File: src/rtl/ncm_pkg.sv
// Shared types and constants of the nearest colour matcher.
`default_nettype none

package ncm_pkg;

    localparam int TABLE_DEPTH = 32;
    localparam int ADDR_W      = $clog2(TABLE_DEPTH);
    localparam int CNT_W       = $clog2(TABLE_DEPTH + 1);

    localparam int INDEX_W = 5;
    localparam int HUE_W   = 9;
    localparam int SAT_W   = 7;
    localparam int BRI_W   = 7;
    localparam int NAME_W  = 8;
    localparam int LED_W   = 24;
    localparam int CLEAR_W = 16;

    localparam int COUNT_W   = 6;
    localparam int MAXD_W    = 16;
    localparam int MINCLR_W  = 8;
    localparam int CFG_IDX_W = 2;
    localparam int CFG_DAT_W = 16;

    localparam int HUE_ABS_W = 8;   // wrapped hue difference stays within 180
    localparam int HUE_SQ_W  = 2 * HUE_ABS_W;
    localparam int SAT_SQ_W  = 2 * SAT_W;
    localparam int BRI_SQ_W  = 2 * BRI_W;
    localparam int DIST_W    = 17;
    localparam int OUT_DIST_W = 16;

    localparam int IN_DATA_W  = 80;
    localparam int OUT_DATA_W = 48;
    localparam int STATUS_W   = 2;

    localparam logic KIND_WRITE = 1'b0;
    localparam logic KIND_QUERY = 1'b1;

    localparam logic [CFG_IDX_W-1:0] CFG_ENTRY_COUNT = 2'd0;
    localparam logic [CFG_IDX_W-1:0] CFG_MAX_DISTANCE = 2'd1;
    localparam logic [CFG_IDX_W-1:0] CFG_MIN_CLEAR   = 2'd2;

    typedef enum logic [STATUS_W-1:0] {
        STATUS_MATCH = 2'd0,
        STATUS_FAIL  = 2'd1,
        STATUS_FAR   = 2'd2
    } status_t;

    typedef struct packed {
        logic [HUE_W-1:0] hue;
        logic [SAT_W-1:0] sat;
        logic [BRI_W-1:0] bri;
    } color_t;

    typedef struct packed {
        color_t            color;
        logic [NAME_W-1:0] name;
        logic [LED_W-1:0]  led;
    } entry_t;

    typedef struct packed {
        logic              valid;
        logic [DIST_W-1:0] sq_dist;
        logic [NAME_W-1:0] name;
        logic [LED_W-1:0]  led;
    } dist_t;

endpackage

`default_nettype wire

File: src/rtl/ncm_dist.sv
// Distance unit: wrapped hue difference and squared HSV distance of one entry per cycle.
`default_nettype none

module ncm_dist (
    input  wire logic            clk,
    input  wire logic            rst_n,
    input  wire logic            in_valid,
    input  wire ncm_pkg::entry_t in_entry,
    input  wire ncm_pkg::color_t query,
    output ncm_pkg::dist_t       result
);

    logic signed [10:0] hue_delta;
    logic signed [10:0] hue_wrap;
    logic [ncm_pkg::HUE_ABS_W-1:0] hue_abs;
    logic [ncm_pkg::SAT_W-1:0]     sat_abs;
    logic [ncm_pkg::BRI_W-1:0]     bri_abs;

    logic                          valid_reg;
    logic [ncm_pkg::HUE_SQ_W-1:0]  hue_sq_reg;
    logic [ncm_pkg::SAT_SQ_W-1:0]  sat_sq_reg;
    logic [ncm_pkg::BRI_SQ_W-1:0]  bri_sq_reg;
    logic [ncm_pkg::NAME_W-1:0]    name_reg;
    logic [ncm_pkg::LED_W-1:0]     led_reg;

    always_comb
    begin
        hue_delta = $signed({2'b00, in_entry.color.hue}) - $signed({2'b00, query.hue});
        // fold the difference into the half circle around zero
        if (hue_delta > 11'sd180)
        begin
            hue_wrap = hue_delta - 11'sd360;
        end
        else if (hue_delta < -11'sd180)
        begin
            hue_wrap = hue_delta + 11'sd360;
        end
        else
        begin
            hue_wrap = hue_delta;
        end
        hue_abs = (hue_wrap < 11'sd0) ? ncm_pkg::HUE_ABS_W'(-hue_wrap)
                                      : ncm_pkg::HUE_ABS_W'(hue_wrap);
        sat_abs = (in_entry.color.sat >= query.sat) ? in_entry.color.sat - query.sat
                                                    : query.sat - in_entry.color.sat;
        bri_abs = (in_entry.color.bri >= query.bri) ? in_entry.color.bri - query.bri
                                                    : query.bri - in_entry.color.bri;
    end

    always_ff @(posedge clk or negedge rst_n)
    begin
        if (!rst_n)
        begin
            valid_reg <= 1'b0;
        end
        else
        begin
            valid_reg <= in_valid;
        end
    end

    always_ff @(posedge clk)
    begin
        hue_sq_reg <= ncm_pkg::HUE_SQ_W'(hue_abs) * ncm_pkg::HUE_SQ_W'(hue_abs);
        sat_sq_reg <= ncm_pkg::SAT_SQ_W'(sat_abs) * ncm_pkg::SAT_SQ_W'(sat_abs);
        bri_sq_reg <= ncm_pkg::BRI_SQ_W'(bri_abs) * ncm_pkg::BRI_SQ_W'(bri_abs);
        name_reg   <= in_entry.name;
        led_reg    <= in_entry.led;
    end

    always_comb
    begin
        result.valid   = valid_reg;
        result.sq_dist = ncm_pkg::DIST_W'(hue_sq_reg) + ncm_pkg::DIST_W'(sat_sq_reg)
                       + ncm_pkg::DIST_W'(bri_sq_reg);
        result.name    = name_reg;
        result.led     = led_reg;
    end

endmodule

`default_nettype wire

File: src/rtl/nearest_color_matcher.sv
// Nearest colour matcher: colour table, scan sequencer and result register.
//
// Input stream (s_*): one word per item. s_tuser selects the kind: a write
// stores one table entry and gives no result, a query gives exactly one
// result word on the output stream (m_*).
// Configuration writes (cfg_*) set the entry count, the distance limit and
// the clear threshold; cfg_ready is always high. Write them while idle.
// A query that fails at once (empty table or too dark) goes straight to its
// result; otherwise the table is scanned one entry per cycle through the
// shared distance unit over the searched count of entries (entry_count,
// capped at 32), each read through the single table read port.
// s_tready is high only while the sequencer is idle. A finished result is
// held in the output register until m_tready takes it; meanwhile further
// writes are accepted, and a following query stalls only at its end.
// Reset clears the sequencer, the output valid and the registers to their
// defaults (count 0, limit 65535, clear threshold 0). Table contents are
// not cleared; entries must be written before they are searched.
`default_nettype none

module nearest_color_matcher (
    input  wire logic                              clk,
    input  wire logic                              rst_n,
    input  wire logic                              s_tvalid,
    output logic                                   s_tready,
    // [4:0] entry_index, [13:5] hue, [20:14] saturation, [27:21] brightness,
    // [35:28] name_code, [59:36] led_color, [75:60] clear_level, [79:76] zero
    input  wire logic [ncm_pkg::IN_DATA_W-1:0]     s_tdata,
    // [0] kind
    input  wire logic [0:0]                        s_tuser,
    output logic                                   m_tvalid,
    input  wire logic                              m_tready,
    // [7:0] match_name, [31:8] match_led, [47:32] match_distance
    output logic [ncm_pkg::OUT_DATA_W-1:0]         m_tdata,
    // [1:0] status
    output logic [ncm_pkg::STATUS_W-1:0]           m_tuser,
    input  wire logic                              cfg_valid,
    output logic                                   cfg_ready,
    input  wire logic [ncm_pkg::CFG_IDX_W-1:0]     cfg_index,
    input  wire logic [ncm_pkg::CFG_DAT_W-1:0]     cfg_data
);

    typedef enum logic [2:0] {
        ST_IDLE   = 3'b001,
        ST_SCAN   = 3'b010,
        ST_FINISH = 3'b100
    } state_t;

    state_t state_reg, state_next;

    logic [ncm_pkg::COUNT_W-1:0]  entry_count_reg;
    logic [ncm_pkg::MAXD_W-1:0]   max_distance_reg;
    logic [ncm_pkg::MINCLR_W-1:0] min_clear_reg;

    ncm_pkg::entry_t mem [ncm_pkg::TABLE_DEPTH];
    ncm_pkg::entry_t rd_data_reg;
    logic            rd_valid_reg;

    logic [ncm_pkg::INDEX_W-1:0] in_index;
    ncm_pkg::entry_t             in_entry;
    logic [ncm_pkg::CLEAR_W-1:0] in_clear;
    logic                        in_accept;

    ncm_pkg::color_t             query_reg;
    logic                        fail_reg;
    logic [ncm_pkg::CNT_W-1:0]   issue_cnt_reg;
    logic [ncm_pkg::CNT_W-1:0]   count_eff;
    logic                        rd_en;
    logic                        scan_done;

    ncm_pkg::dist_t              unit_out;
    logic                        have_best_reg;
    logic [ncm_pkg::DIST_W-1:0]  best_reg;
    logic [ncm_pkg::NAME_W-1:0]  best_name_reg;
    logic [ncm_pkg::LED_W-1:0]   best_led_reg;

    logic                        out_load;
    logic                        m_tvalid_reg;
    ncm_pkg::status_t            status_reg;
    logic [ncm_pkg::NAME_W-1:0]  out_name_reg;
    logic [ncm_pkg::LED_W-1:0]   out_led_reg;
    logic [ncm_pkg::OUT_DIST_W-1:0] out_dist_reg;

    // unpack the input word
    always_comb
    begin
        in_index        = s_tdata[4:0];
        in_entry.color.hue = s_tdata[13:5];
        in_entry.color.sat = s_tdata[20:14];
        in_entry.color.bri = s_tdata[27:21];
        in_entry.name   = s_tdata[35:28];
        in_entry.led    = s_tdata[59:36];
        in_clear        = s_tdata[75:60];
    end

    assign s_tready  = (state_reg == ST_IDLE);
    assign in_accept = s_tvalid && s_tready;
    assign cfg_ready = 1'b1;

    assign count_eff = (int'(entry_count_reg) > ncm_pkg::TABLE_DEPTH)
                     ? ncm_pkg::CNT_W'(ncm_pkg::TABLE_DEPTH)
                     : ncm_pkg::CNT_W'(entry_count_reg);

    assign rd_en     = (state_reg == ST_SCAN) && (issue_cnt_reg < count_eff);
    assign scan_done = (state_reg == ST_SCAN) && !rd_en && !rd_valid_reg && !unit_out.valid;
    assign out_load  = (state_reg == ST_FINISH) && (!m_tvalid_reg || m_tready);

    // configuration registers
    always_ff @(posedge clk or negedge rst_n)
    begin
        if (!rst_n)
        begin
            entry_count_reg  <= '0;
            max_distance_reg <= '1;
            min_clear_reg    <= '0;
        end
        else if (cfg_valid && cfg_ready)
        begin
            unique case (cfg_index)
                ncm_pkg::CFG_ENTRY_COUNT:  entry_count_reg  <= cfg_data[ncm_pkg::COUNT_W-1:0];
                ncm_pkg::CFG_MAX_DISTANCE: max_distance_reg <= cfg_data[ncm_pkg::MAXD_W-1:0];
                ncm_pkg::CFG_MIN_CLEAR:    min_clear_reg    <= cfg_data[ncm_pkg::MINCLR_W-1:0];
                default:
                begin
                end
            endcase
        end
    end

    // colour table: one write port, one registered read port
    always_ff @(posedge clk)
    begin
        if (in_accept && (s_tuser[0] == ncm_pkg::KIND_WRITE)
            && (int'(in_index) < ncm_pkg::TABLE_DEPTH))
        begin
            mem[ncm_pkg::ADDR_W'(in_index)] <= in_entry;
        end
        if (rd_en)
        begin
            rd_data_reg <= mem[issue_cnt_reg[ncm_pkg::ADDR_W-1:0]];
        end
    end

    ncm_dist u_dist (
        .clk      (clk),
        .rst_n    (rst_n),
        .in_valid (rd_valid_reg),
        .in_entry (rd_data_reg),
        .query    (query_reg),
        .result   (unit_out)
    );

    always_comb
    begin
        state_next = state_reg;
        unique case (state_reg)
            ST_IDLE:
            begin
                if (in_accept && (s_tuser[0] == ncm_pkg::KIND_QUERY))
                begin
                    if ((count_eff == '0) || (in_clear < ncm_pkg::CLEAR_W'(min_clear_reg)))
                    begin
                        state_next = ST_FINISH;
                    end
                    else
                    begin
                        state_next = ST_SCAN;
                    end
                end
            end
            ST_SCAN:
            begin
                if (scan_done)
                begin
                    state_next = ST_FINISH;
                end
            end
            ST_FINISH:
            begin
                if (out_load)
                begin
                    state_next = ST_IDLE;
                end
            end
            default:
            begin
                state_next = ST_IDLE;
            end
        endcase
    end

    always_ff @(posedge clk or negedge rst_n)
    begin
        if (!rst_n)
        begin
            state_reg     <= ST_IDLE;
            rd_valid_reg  <= 1'b0;
            issue_cnt_reg <= '0;
            have_best_reg <= 1'b0;
            fail_reg      <= 1'b0;
            m_tvalid_reg  <= 1'b0;
        end
        else
        begin
            state_reg    <= state_next;
            rd_valid_reg <= rd_en;
            if (in_accept && (s_tuser[0] == ncm_pkg::KIND_QUERY))
            begin
                issue_cnt_reg <= '0;
                have_best_reg <= 1'b0;
                fail_reg      <= (count_eff == '0)
                              || (in_clear < ncm_pkg::CLEAR_W'(min_clear_reg));
            end
            else
            begin
                if (rd_en)
                begin
                    issue_cnt_reg <= issue_cnt_reg + 1'b1;
                end
                if (unit_out.valid)
                begin
                    have_best_reg <= 1'b1;
                end
            end
            if (out_load)
            begin
                m_tvalid_reg <= 1'b1;
            end
            else if (m_tready)
            begin
                m_tvalid_reg <= 1'b0;
            end
        end
    end

    // running minimum; strict compare keeps the earliest entry on ties
    always_ff @(posedge clk)
    begin
        if (in_accept)
        begin
            query_reg <= in_entry.color;
        end
        if (unit_out.valid && (!have_best_reg || (unit_out.sq_dist < best_reg)))
        begin
            best_reg      <= unit_out.sq_dist;
            best_name_reg <= unit_out.name;
            best_led_reg  <= unit_out.led;
        end
        if (out_load)
        begin
            if (fail_reg)
            begin
                status_reg   <= ncm_pkg::STATUS_FAIL;
                out_name_reg <= '0;
                out_led_reg  <= '0;
                out_dist_reg <= '0;
            end
            else if (best_reg > ncm_pkg::DIST_W'(max_distance_reg))
            begin
                status_reg   <= ncm_pkg::STATUS_FAR;
                out_name_reg <= '0;
                out_led_reg  <= '0;
                out_dist_reg <= best_reg[ncm_pkg::OUT_DIST_W-1:0];
            end
            else
            begin
                status_reg   <= ncm_pkg::STATUS_MATCH;
                out_name_reg <= best_name_reg;
                out_led_reg  <= best_led_reg;
                out_dist_reg <= best_reg[ncm_pkg::OUT_DIST_W-1:0];
            end
        end
    end

    assign m_tvalid = m_tvalid_reg;
    assign m_tuser  = status_reg;
    assign m_tdata  = {out_dist_reg, out_led_reg, out_name_reg};

endmodule

`default_nettype wire

File: config.mk
export PLATFORM = sky130hd
export DESIGN_NAME = nearest_color_matcher
export DESIGN_NICKNAME = d
export VERILOG_FILES = /design/src/rtl/ncm_pkg.sv /design/src/rtl/ncm_dist.sv /design/src/rtl/nearest_color_matcher.sv
export SDC_FILE = /design/constraint.sdc
export NUM_CORES = 2
export LEC_CHECK = 0
export BUFFER_PORTS_ARGS = -buffer_cell sky130_fd_sc_hd__buf_2
export CORE_MARGIN = 2
export CORE_UTILIZATION = 55
export CTS_BUF_LIST = sky130_fd_sc_hd__clkbuf_4 sky130_fd_sc_hd__clkbuf_8
export CTS_CLUSTER_SIZE = 12
export DETAILED_ROUTE_END_ITERATION = 16
export PLACE_DENSITY = 0.71
export SYNTH_ARGS = -nofsm -noshare
export SYNTH_HDL_FRONTEND = slang
export SYNTH_HIERARCHICAL = 1
export SYNTH_SLANG_ARGS = --single-unit
File: constraint.sdc
create_clock -name clk -period 13 [get_ports clk]
set_clock_uncertainty 0.15 [all_clocks]
set_input_delay 2.6 -clock clk [delete_from_list [all_inputs] [get_ports clk]]
set_output_delay 2.6 -clock clk [all_outputs]
set_load 0.02 [all_outputs]
==> impl_metrics.toml <==
[sta]
timing.slew.headroom_pct = 21.5
fin_crit_sh_pct = 62.8
grt_setup_unrepaired = "false"
layout_min_cycle_time_ns = 8.16
worst_pin_slew_ns = 1.18
fin_tns_setup_ns = 0
hold_violations = 0
hold_ws_ns = 0.177
setup_violations = 0
final_max_slew_viol_count = 0
fmax_ghz = 0.122

[synth]
post-synth-top-count-cell = "edfxtp_1"
synth.top_cell.area_share_pct = 68.9
yosys.area.top_type = "edfxtp_1"
synth-seq-cells = 2054
syn_inst = 4240
synth_cell_types = 81
yosys_warnings = 6
synth_area_mm2 = 0.0844
synth_edf_count = 1937
synth.avg_cell_area_um2 = 19.9
synth-seq-area-share_pct = 72.0
synthTopCellsByCount = "edfxtp_1, mux4_2, inv_1"
ys.flop_type = "edfxtp_1"
synthArstFlopShare_pct = 2.14
synth_area_leaders = "edfxtp_1, mux4_2, ha_1, dfxtp_1, fa_1"

[place]
gp_congestion = 0.822
dpl_cell_area_mm2 = 0.0879
post-dp-hpwl_mm = 103
portBuffers = 151

[clocking]
h-tree-depth = 5
cts_tree = "built"
postCtsSetupBuffers = 0
hold_buffers = 0
clk_pin_slew_worst_paths_ns = 0.06
clock_tree.buffer_depth = 4
root_buffer = "clkbuf_8"
worst_skew_pair.late_latency_ns = 1.02
cts_buffers = 342
clkSinkCount = 2054
ctsResizeCount = 0

[floorplan]
die_area_mm2 = 0.157
coreArea_mm2 = 0.152
die_y_um = 396
dieWidth_um = 396
start_util_pct = 55.5
row_count = 143
io-pin-count = 157

[critical_path]
arrival_ns = 8.93
path_class = "reg -> reg"
critPathRequiredTime_ns = 13.77
critPathMaxStageDelay_ns = 0.75
critPathCaptureType = "register"
cp-start-kind = "register"
crit_buf_inv = 3
rrSetupSlack_ns = 4.84
crit_slowest_cell = "a21oi_1"
worst_path_most_repeated_cell = "fa_1"
crit_family = "compound AO/OA/AOI/OAI gates"
worst-path-max-fanout = 11

[grt]
grt_max_degree = 111
overflow = 0
antenna_found_initial = 25
grt_pass1_vias = 43096
grt_pass1_wl_mm = 284
grt_use_total_pct = 24.9

[pwr]
power_w = 0.0264
power.static_leakage_nw = 31.1
p_per_area_mw_per_mm2 = 280
ir_drop_v = 0.00116

[finish]
fin_nets = 4995
post-route-cell-area_mm2 = 0.0944
areaGrowthSynthToFinish_pct = 11.9
largest_register_ffs = 1760
drive_above_1_share_pct = 28.5
fin_util_pct = 62.1

[routing]
drt_iter0_markers = 4587
post_drt_wl_per_cell_um = 27.9
wl_mm = 193
drc_errors = 0
viasPerCell = 6.15
vias = 42616
ant_nets = 0
dr.pass1.iters = 6

[outcome]
status = "completed"

[flow_run]
max-cap-violations = 0

[hold_path]
hold_class = "reg -> reg"
==> layout make-up <==
class                      instances  area [µm²]
antenna                           10        25.0
tap                             2030        2540
multi-input combinational       1804       22300
fill                           10594       57700
timing repair buffer             243        1500
inverter                         200         751
clock buffer                     460        5740
clock inverter                   131         779
sequential                      2054       60800
==> cells in the final DEF, fill, tap and decap left out, drive strengths merged, types with 22 or more instances in the layout <==
master	n
mux2	37
nor2	159
buf	243
a22oi	57
inv	206
mux4	495
ha	174
clkbuf	460
nand2	79
clkinv	114
xor2	24
nand3	49
nand3b	35
dfrtp	27
mux2i	122
nand2b	22
dfxtp	73
xnor2	64
a21o	33
o21a	61
fa	72
nor2b	44
edfxtp	1937
o21ai	30
nand4	37
a21oi	74
==> layer usage <==
layer / wire (µm) / part of all wire (%) / global-route usage [%]
met1: 78400 / 41 / 35.9
met2: 93500 / 48 / 39.7
met3: 17600 / 9.1 / 4.90
met4: 3820 / 2.0 / 6.38
met5: 32 / 0.017 / 0
==> per-stage QoR <==
step / std cells / setup WS, ns
floorplan: 4242 / 5.89
global placement: 6331 / 4.98
detailed placement: 6331 / 4.84
CTS: 6922 / 4.83
global route: 6924 / 4.20
finish: 6932 / 4.84
==> worst paths after layout <==
| kind | start | endpoint | depth (start not counted) |
|---|---|---|---|
| worst max-delay path | rd_data_reg[39] | u_dist/sat_sq_reg[13] | 27 |
| min in group asynchronous | rst_n | min_clear_reg[7] | 1 |
| worst min register to register | rd_data_reg[9] | u_dist/led_reg[9] | 0 |
| worst max register to register | rd_data_reg[39] | u_dist/sat_sq_reg[13] | 27 |
| worst min-delay path | rd_data_reg[9] | u_dist/led_reg[9] | 0 |
| max in group asynchronous | rst_n | issue_cnt_reg[1] | 1 |
==> cells by family after synthesis <==
group | count (synthesis) | synth area share (%)
adder cells (fa/ha/maj) | 246 | 4.29
AO/OA/AOI/OAI | 332 | 2.77
flip-flops | 2054 | 72.0
other | 2 | 0.00890
buffers and inverters | 384 | 1.96
AND/OR/NAND/NOR | 480 | 2.87
multiplexers | 654 | 15.1
XOR/XNOR | 88 | 0.975
==> power by group <==
| group | total [W] | internal [W] | switching [W] |
|---|---|---|---|
| Sequential | 0.00792 | 0.00777 | 0.000147 |
| Combinational | 0.0130 | 0.00597 | 0.00704 |
| Clock | 0.00547 | 0.00300 | 0.00248 |
No activity file was read; power rests on OpenSTA's default activity.
